===== src/rtl/core/peqbq_pkg.sv =====
package peqbq_pkg;

   // stream and sample geometry
   localparam int NUM_STREAMS = 4;
   localparam int SAMPLE_BITS = 24;
   localparam int STREAM_BITS = 2;
   localparam int SLOTS       = 2 * NUM_STREAMS;
   localparam int SLOT_BITS   = (SLOTS > 1) ? $clog2(SLOTS) : 1;

   // coefficient format, signed q5.22
   localparam int COEF_BITS = 28;
   localparam int COEF_FRAC = 22;

   // multiply-accumulate widths
   localparam int PROD_BITS = SAMPLE_BITS + COEF_BITS;
   localparam int ACC_BITS  = PROD_BITS + 3;
   localparam int RND_BITS  = ACC_BITS - COEF_FRAC;

   // stream side-band: stream in the low bits, side above it
   localparam int USER_BITS = STREAM_BITS + 1;

   // control register port
   localparam int CSR_INDEX_BITS = 3;
   localparam int CSR_DATA_BITS  = COEF_BITS;

   // register indexes
   localparam logic [CSR_INDEX_BITS-1:0] REG_NUM0 = 3'd0;
   localparam logic [CSR_INDEX_BITS-1:0] REG_NUM1 = 3'd1;
   localparam logic [CSR_INDEX_BITS-1:0] REG_NUM2 = 3'd2;
   localparam logic [CSR_INDEX_BITS-1:0] REG_DEN1 = 3'd3;
   localparam logic [CSR_INDEX_BITS-1:0] REG_DEN2 = 3'd4;

   // unity gain for num0 after reset
   localparam logic signed [COEF_BITS-1:0] COEF_ONE = COEF_BITS'(1 << COEF_FRAC);

   // filter coefficients
   typedef struct packed {
      logic signed [COEF_BITS-1:0] num0;
      logic signed [COEF_BITS-1:0] num1;
      logic signed [COEF_BITS-1:0] num2;
      logic signed [COEF_BITS-1:0] den1;
      logic signed [COEF_BITS-1:0] den2;
   } coef_type;

   // history of one slot
   typedef struct packed {
      logic signed [SAMPLE_BITS-1:0] x1;
      logic signed [SAMPLE_BITS-1:0] x2;
      logic signed [SAMPLE_BITS-1:0] y1;
      logic signed [SAMPLE_BITS-1:0] y2;
   } hist_type;

   // history write request
   typedef struct packed {
      logic                          en;
      logic [SLOT_BITS-1:0]          slot;
      logic signed [SAMPLE_BITS-1:0] x;
      logic signed [SAMPLE_BITS-1:0] y;
   } hist_wr_type;

endpackage


===== src/rtl/core/peqbq_coef_regs.sv =====
module peqbq_coef_regs (
   input  logic                                clock,
   input  logic                                reset,
   input  logic                                csr_wen,
   input  logic [peqbq_pkg::CSR_INDEX_BITS-1:0] csr_index,
   input  logic [peqbq_pkg::CSR_DATA_BITS-1:0]  csr_wdata,
   output peqbq_pkg::coef_type                  coef
);
   import peqbq_pkg::*;

   coef_type coef_ff;
   coef_type coef_in;

   // register write decode, unknown indexes are dropped
   always_comb begin
      coef_in = coef_ff;
      if (csr_wen) begin
         unique case (csr_index)
            REG_NUM0: coef_in.num0 = $signed(csr_wdata[COEF_BITS-1:0]);
            REG_NUM1: coef_in.num1 = $signed(csr_wdata[COEF_BITS-1:0]);
            REG_NUM2: coef_in.num2 = $signed(csr_wdata[COEF_BITS-1:0]);
            REG_DEN1: coef_in.den1 = $signed(csr_wdata[COEF_BITS-1:0]);
            REG_DEN2: coef_in.den2 = $signed(csr_wdata[COEF_BITS-1:0]);
            default:  coef_in = coef_ff;
         endcase
      end
   end

   always_ff @(posedge clock) begin
      if (reset) begin
         coef_ff.num0 <= COEF_ONE;
         coef_ff.num1 <= '0;
         coef_ff.num2 <= '0;
         coef_ff.den1 <= '0;
         coef_ff.den2 <= '0;
      end else begin
         coef_ff <= coef_in;
      end
   end

   assign coef = coef_ff;

endmodule


===== config.mk =====
export PLATFORM = sky130hd
export DESIGN_NAME = peqbq_coef_regs
export DESIGN_NICKNAME = d
export VERILOG_FILES = /design/src/rtl/core/peqbq_pkg.sv /design/src/rtl/core/peqbq_coef_regs.sv
export SDC_FILE = /design/constraint.sdc
export NUM_CORES = 1
export LEC_CHECK = 0
export ABC_AREA = 1
export BUFFER_PORTS_ARGS = -buffer_cell sky130_fd_sc_hd__buf_2
export CAP_MARGIN = 20
export CORE_MARGIN = 1
export CORE_UTILIZATION = 51
export CTS_CLUSTER_SIZE = 25
export DETAILED_ROUTE_END_ITERATION = 16
export PLACE_DENSITY_LB_ADDON = 0.05
export SETUP_SLACK_MARGIN = 0.1
export SLEW_MARGIN = 25
export SYNTH_ARGS = -nofsm -noshare
export SYNTH_HDL_FRONTEND = slang
export SYNTH_SLANG_ARGS = --single-unit

===== constraint.sdc =====
create_clock -name clock -period 1.1 [get_ports clock]
set_input_delay 0.055 -clock clock [delete_from_list [all_inputs] [get_ports clock]]
set_output_delay 0.055 -clock clock [all_outputs]
set_load 0.01 [all_outputs]

==> results.md, run 1 <==
- Initial antenna violation count: 2
- Worst EP required: 1040 ps
- CP bufs+invs: 1
- Distinct cells, synth: 16
- Slowest cell delay on critical path: 350 ps
- Mapped Nets: 835
- Family with the most delay on the worst path: flip-flops
- Final cell count without fillers: 1170
- Max FFs per register: 140
- Multi-input logic area: 2410 um2
- Reg power frac: 0.418
- TNS Setup: 0 ps
- # nets final: 1054
- Final weighted congestion in routability-driven placement: 0.820
- Worst Setup Path Type: reg2out
- CTS tree: yes
- Total power: 13.0 mW
- Startpoint type of the worst setup path: register
- Area grow syn2layout: 58.3%
- Synth top area cells: dfxtp_1 (50%), nor2_1 (19%), nand3_1 (12%), nand2_1 (9.8%), buf_4 (2.1%)
- Cell Area, Synth: 5620 um2
- First-pass DRT Iterations: 5
- Max_cap viols: 0
- Die ar.: 11400 um2
- Net Sw Power: 3.21 mW
- # DRC: 0
- I/O Pins: 174
- Int Power: 9.77 mW
- Final WL: 18.9 mm
- First-pass GRT wire length: 29.6 mm
- Worst path cell trace: buf_6
- Total grt overflow: 0
- Clk buf depth: 2
- Synth area leader: dfxtp_1
- Antenna viol nets, final: 0
- Total GRT Usage: 0.335
- Critical path peak fanout: 2
- Starting DRT DRC Count: 480
- TritonCTS Sinks: 140
- Worst ir drop on vdd: 0.000886 V
- Sequential area share after synthesis: 0.499
- Max stage delay cell, worst path: dfxtp_2
- Placed cell area: 6770 um2
- FF+latch count, synth: 140
- Number of synthesis warnings: 0
- Vias in the first global route: 6205
- Power Density: 1460 nW/um2
- H-tree Lvls: 4
- Slew headroom: 0.803
- Final worst slack: approximately 62 ps
- Type of the worst min-delay path: in2reg
- Static Leakage: around 4 nW
- RSZ-0062 raised after global routing: true
- Comb pwr share: 0.129
- Final Cycle Share: 0.944
- Hold_sp: csr_index[2]
- Final core occ: 0.847
- Final hold violations: 0
- Status: finished, final reports clean
- Final Critical Period: 1040 ps
- Clock root cell: clkbuf_8
- Pin count of the biggest net entering global routing: 63
- Drt wl/cell: 16.2 um
- Dpl cells: 1086
- Clock Skew: 0 ps
- Power share of the clock group: 0.453
- Die height: 107 um
- Reg area: 2980 um2
- DP HPWL: between 10 and 15 mm
- Post-Layout Inst Area: 8900 um2
- Avg Cell Area, Syn: about 7 um2
- Vias/cell: 5.32
- Worst Tran Pin Value: 295 ps
- Layout cell share with drive strength beyond 1: 0.396
- Hold WS: about 140 ps
- RR Startpoint: coef[56]
- Cell Rows: 37
- Peak Freq: 963 MHz
- Clock slew at the register clock pins of the worst setup and hold paths: 70 ps
- Slew Limit Fails: 0
- Sw Share: 0.247
- Routed vias: 6223
- Worst skew pair latency: 520 ps
- Post-Syn Instances: about 800
- # setup viols final: 0
- Setup Slack @ Placement: 38.2 ps
- Die W: 107 um
- Port bufs: 173
- WP data arrival: 980 ps
- Worst Setup SP: coef[10]
- Synth top area share: 0.499
- Inserted Clock Buffers: 17
- Crit end category: output port
- Core box area: 10500 um2
- Fillers: 614
- Starting density of the core: 0.535
## cells in the mapped netlist, drive strengths merged
library cell and n:
clkinv 1, nand3 140, nand2 148, inv 34, clkbuf 7, dfxtp 140, nor2 287, buf 44
## path summary, 6_finish.rpt
kind	end	slack, ps	cells after the start
max reg2reg	coef[56]	240	4
min	coef[58]	140	6
min reg2reg	coef[103]	480	2
max	coef[10]	60	1
## cells by family after synthesis
| family | synth area share |
|---|---|
| DFF | 0.499 |
| and+or+nand+nor | 0.427 |
| buffers and inverters | 0.0746 |
## routing by layer
layer,track usage,share of wire,vias to the layer above,wire length (um)
met1,0.380,0.38,2896,7230
met4,0.173,0.034,0,640
met5,0,0,-,0
met3,0.0857,0.078,66,1480
li1,-,-,2927,-
met2,0.581,0.51,334,9580
## what timing repair did
action                                  CTS  global route
hold endpoints to repair                137             0
endpoints found under the setup margin  140           146
resized for setup                       281             1
hold buffers                             29             0
setup buffers                            15             7
## cells in the final DEF (no fill, tap or decap)
| master | count |
|---|---|
| buf_12 | 15 |
| buf_2 | 33 |
| buf_4 | 34 |
| buf_6 | 140 |
| bufinv_16 | 3 |
| clkbuf_1 | 2 |
| clkbuf_16 | 16 |
| clkbuf_8 | 5 |
| clkinv_2 | 1 |
| clkinv_4 | 2 |
| clkinvlp_4 | 3 |
| dfxtp_2 | 140 |
| diode_2 | 1 |
| dlygate4sd3_1 | 29 |
| inv_1 | 29 |
| inv_2 | 5 |
| inv_6 | 1 |
| nand2_1 | 146 |
| nand2_2 | 1 |
| nand2_4 | 1 |
| nand3_1 | 140 |
| nor2_1 | 278 |
| nor2_4 | 9 |
## final cells by class
class                   count  area share
clock buffers              23      0.0536
clock inverters             9      0.0152
repair buffers            251       0.291
diodes                      1    0.000281
inverters                  35      0.0153
well taps                 136      0.0191
multi-input cells         575       0.271
flip-flops and latches    140       0.335
## power by group through the flow
stage,Combinational (mW),Sequential [mW],Clock (mW)
after floorplan,0.697,5.53,0
after global placement,1.27,5.45,0
after detailed placement,1.30,5.45,0
after CTS,1.61,5.42,5.89
after global routing,1.81,5.44,6.14
final,1.67,5.43,5.88
Note: power is estimated with default switching activity, not from simulation.
==> run 2, diff against run 1 <==
PLACE_DENSITY_LB_ADDON = 0.3   (was 0.05)
==> results.md, run 2 (synthesis gave the netlist of run 1 again) <==
- Status: finished, final reports clean
- First-pass DRT Iterations: 6 (+1)
- DP HPWL: 10.3 mm (-6.1%)
- Inserted Clock Buffers: 17 (unchanged)
- Worst ir drop on vdd: 0.00142 V (+60%)
- WP data arrival: 1010 ps (+30 ps)
- Initial antenna violation count: 2 (unchanged)
- Final weighted congestion in routability-driven placement: 0.810 (-1.2%)
- Reg power frac: 0.410 (-0.008)
- Final Critical Period: 1060 ps (+23.6 ps)
- Drt wl/cell: 17.6 um (+8.5%)
- # setup viols final: 0 (unchanged)
- Starting density of the core: 0.535 (unchanged)
- Layout cell share with drive strength beyond 1: 0.398 (+0.00213)
- Vias/cell: 5.43 (+2.0%)
- Most common cell after layout, fill and taps aside: nor2_1
- Antenna viol nets, final: 0 (unchanged)
- First-pass GRT wire length: 30.8 mm (+4.0%)
- RSZ-0062 raised after global routing: true
- Startpoint type of the worst setup path: register
- Final worst slack: 38.2 ps (-23.6 ps)
- Int Power: 9.94 mW (+1.7%)
- Net Sw Power: 3.30 mW (+2.8%)
- Clock slew at the register clock pins of the worst setup and hold paths: 60 ps (about the same)
- GRT busiest layer: met2
- CTS tree: yes
- Slew Limit Fails: 0 (unchanged)
- Final hold violations: 0 (unchanged)
- Port bufs: 173 (unchanged)
- Max stage delay cell, worst path: dfxtp_4
- Setup Slack @ Placement: 76.6 ps (+38.4 ps)
- Max_cap viols: 0 (unchanged)
- Cell Rows: 37 (unchanged)
- Die W: 107 um (unchanged)
- Power Density: 1470 nW/um2 (+0.97%)
- Sw Share: 0.249 (+0.00194)
- Worst Tran Pin Value: 315 ps (+19.3 ps)
- # DRC: 0 (unchanged)
- Routed vias: 6366 (+2.3%)
- Fillers: 558 (-9.1%)
- Die ar.: 11400 um2 (unchanged)
- GR Util met2: 0.605 (+0.0240)
- Clock Skew: 0 ps (unchanged)
- Pin count of the biggest net entering global routing: 56 (-11%)
- Starting DRT DRC Count: 623 (+30%)
- Die height: 107 um (unchanged)
- I/O Pins: 174 (unchanged)
- H-tree Lvls: 4 (unchanged)
- Worst EP required: 1040 ps (about the same)
- Vias in the first global route: 6002 (-3.3%)
- Met1 usage: 0.392 (+0.0118)
- Family with the most delay on the worst path: flip-flops
- Clock root cell: clkbuf_8
- Crit end category: output port
- Static Leakage: 4.12 nW (+0.78%)
- Worst Setup Path Type: reg2out
- Max FFs per register: 140 (unchanged)
- Core box area: 10500 um2 (unchanged)
- Power share of the clock group: 0.460 (+0.007)
- Worst path cell trace: buf_6
- TritonCTS Sinks: 140 (unchanged)
- Final cell count without fillers: 1173 (+0.26%)
- Clk buf depth: 2 (unchanged)
- Peak Freq: 942 MHz (-2.2%)
- CP bufs+invs: 1 (unchanged)
- Total grt overflow: 0 (unchanged)
- Critical path peak fanout: 2 (unchanged)
- Slowest cell delay on critical path: 360 ps (about the same)
- Dpl cells: 1086 (unchanged)
- Type of the worst min-delay path: in2reg
- Final WL: 20.6 mm (+8.8%)
- Total GRT Usage: 0.354 (+0.0181)
- Area grow syn2layout: 59.9%
- Worst skew pair latency: 520 ps (about the same)
- Met3 usage: 0.0997 (+0.0140)
- Final Cycle Share: 0.965 (+0.0214)
- Slew headroom: 0.790 (-0.0131)
- Comb pwr share: 0.130 (about the same)
- Total power: 13.2 mW (+2.0%)
- Commonest non-fill, non-tap cells in the layout: nor2_1 (277), nand2_1 (146), nand3_1 (140), buf_6 (140), dfxtp_2 (137)
- # nets final: 1056 (+0.19%)
## run 2: cell count changes in the layout (fill, tap and decap cells not counted), moves of 2 or more
cell | previous run | this run
clkinv_2 | 1 | 3
buf_4 | 34 | 32
dfxtp_4 | 0 | 3
dfxtp_2 | 140 | 137
clkinv_4 | 2 | 0
## run 2: final timing paths
kind	start	to	slack, ps	cells after the start
min	csr_index[1]	coef[111]	30	5
max reg2reg	coef[76]	coef[76]	220	4
max	coef[16]	coef[16]	40	1
min reg2reg	coef[84]	coef[84]	480	2
## run 2: power by group through the flow
stage	registers [mW]	clock network, mW	logic (mW)
2_1_floorplan	5.53	0	0.697
3_3_place_gp	5.45	0	1.28
3_5_place_dp	5.46	0	1.29
4_1_cts	5.42	6.04	1.59
5_1_grt	5.44	6.33	1.84
6_report	5.43	6.09	1.73
## run 2: area by class of cell
cell class,count,area [um2],area share
inverter,35,134,0.0149
clock inverter,11,165,0.0184
tap,136,170,0.0189
clock buffer,21,459,0.0511
timing repair buffer,253,2660,0.295
multi-input combinational,575,2410,0.269
antenna,2,5.00,0.000557
sequential,140,2990,0.332
## run 2: metal layers
layer | wire, um | vias up
li1 | - | 2936
met1 | 7550 | 2921
met4 | 1050 | 0
met3 | 1860 | 99
met5 | 0 | -
met2 | 10100 | 410
## run 2: what timing repair did
item,in CTS,in global routing
hold endpoints to repair,131,0
cloned,0,1
gates resized for setup,283,4
setup endpoints to repair,140,142
setup buffers,9,13
hold buffers,30,0
## run 2: metrics by stage
stage	setup TNS, ps	area, um2	hold WS, ps	util
after floorplan	0	5620	168	-
after global placement	0	6800	285	0.647
after detailed placement	0	6800	288	0.647
after CTS	0	8840	6.77	0.842
after global routing	-6.59	8990	70.4	0.855
final	0	8990	25.6	0.855
## run 2: tightest hold or removal path: cells and delay by family
| family | cells | cell delay (ps) |
|---|---|---|
| simple gates | 4 | 290 |
| buf+inv | 1 | 170 |
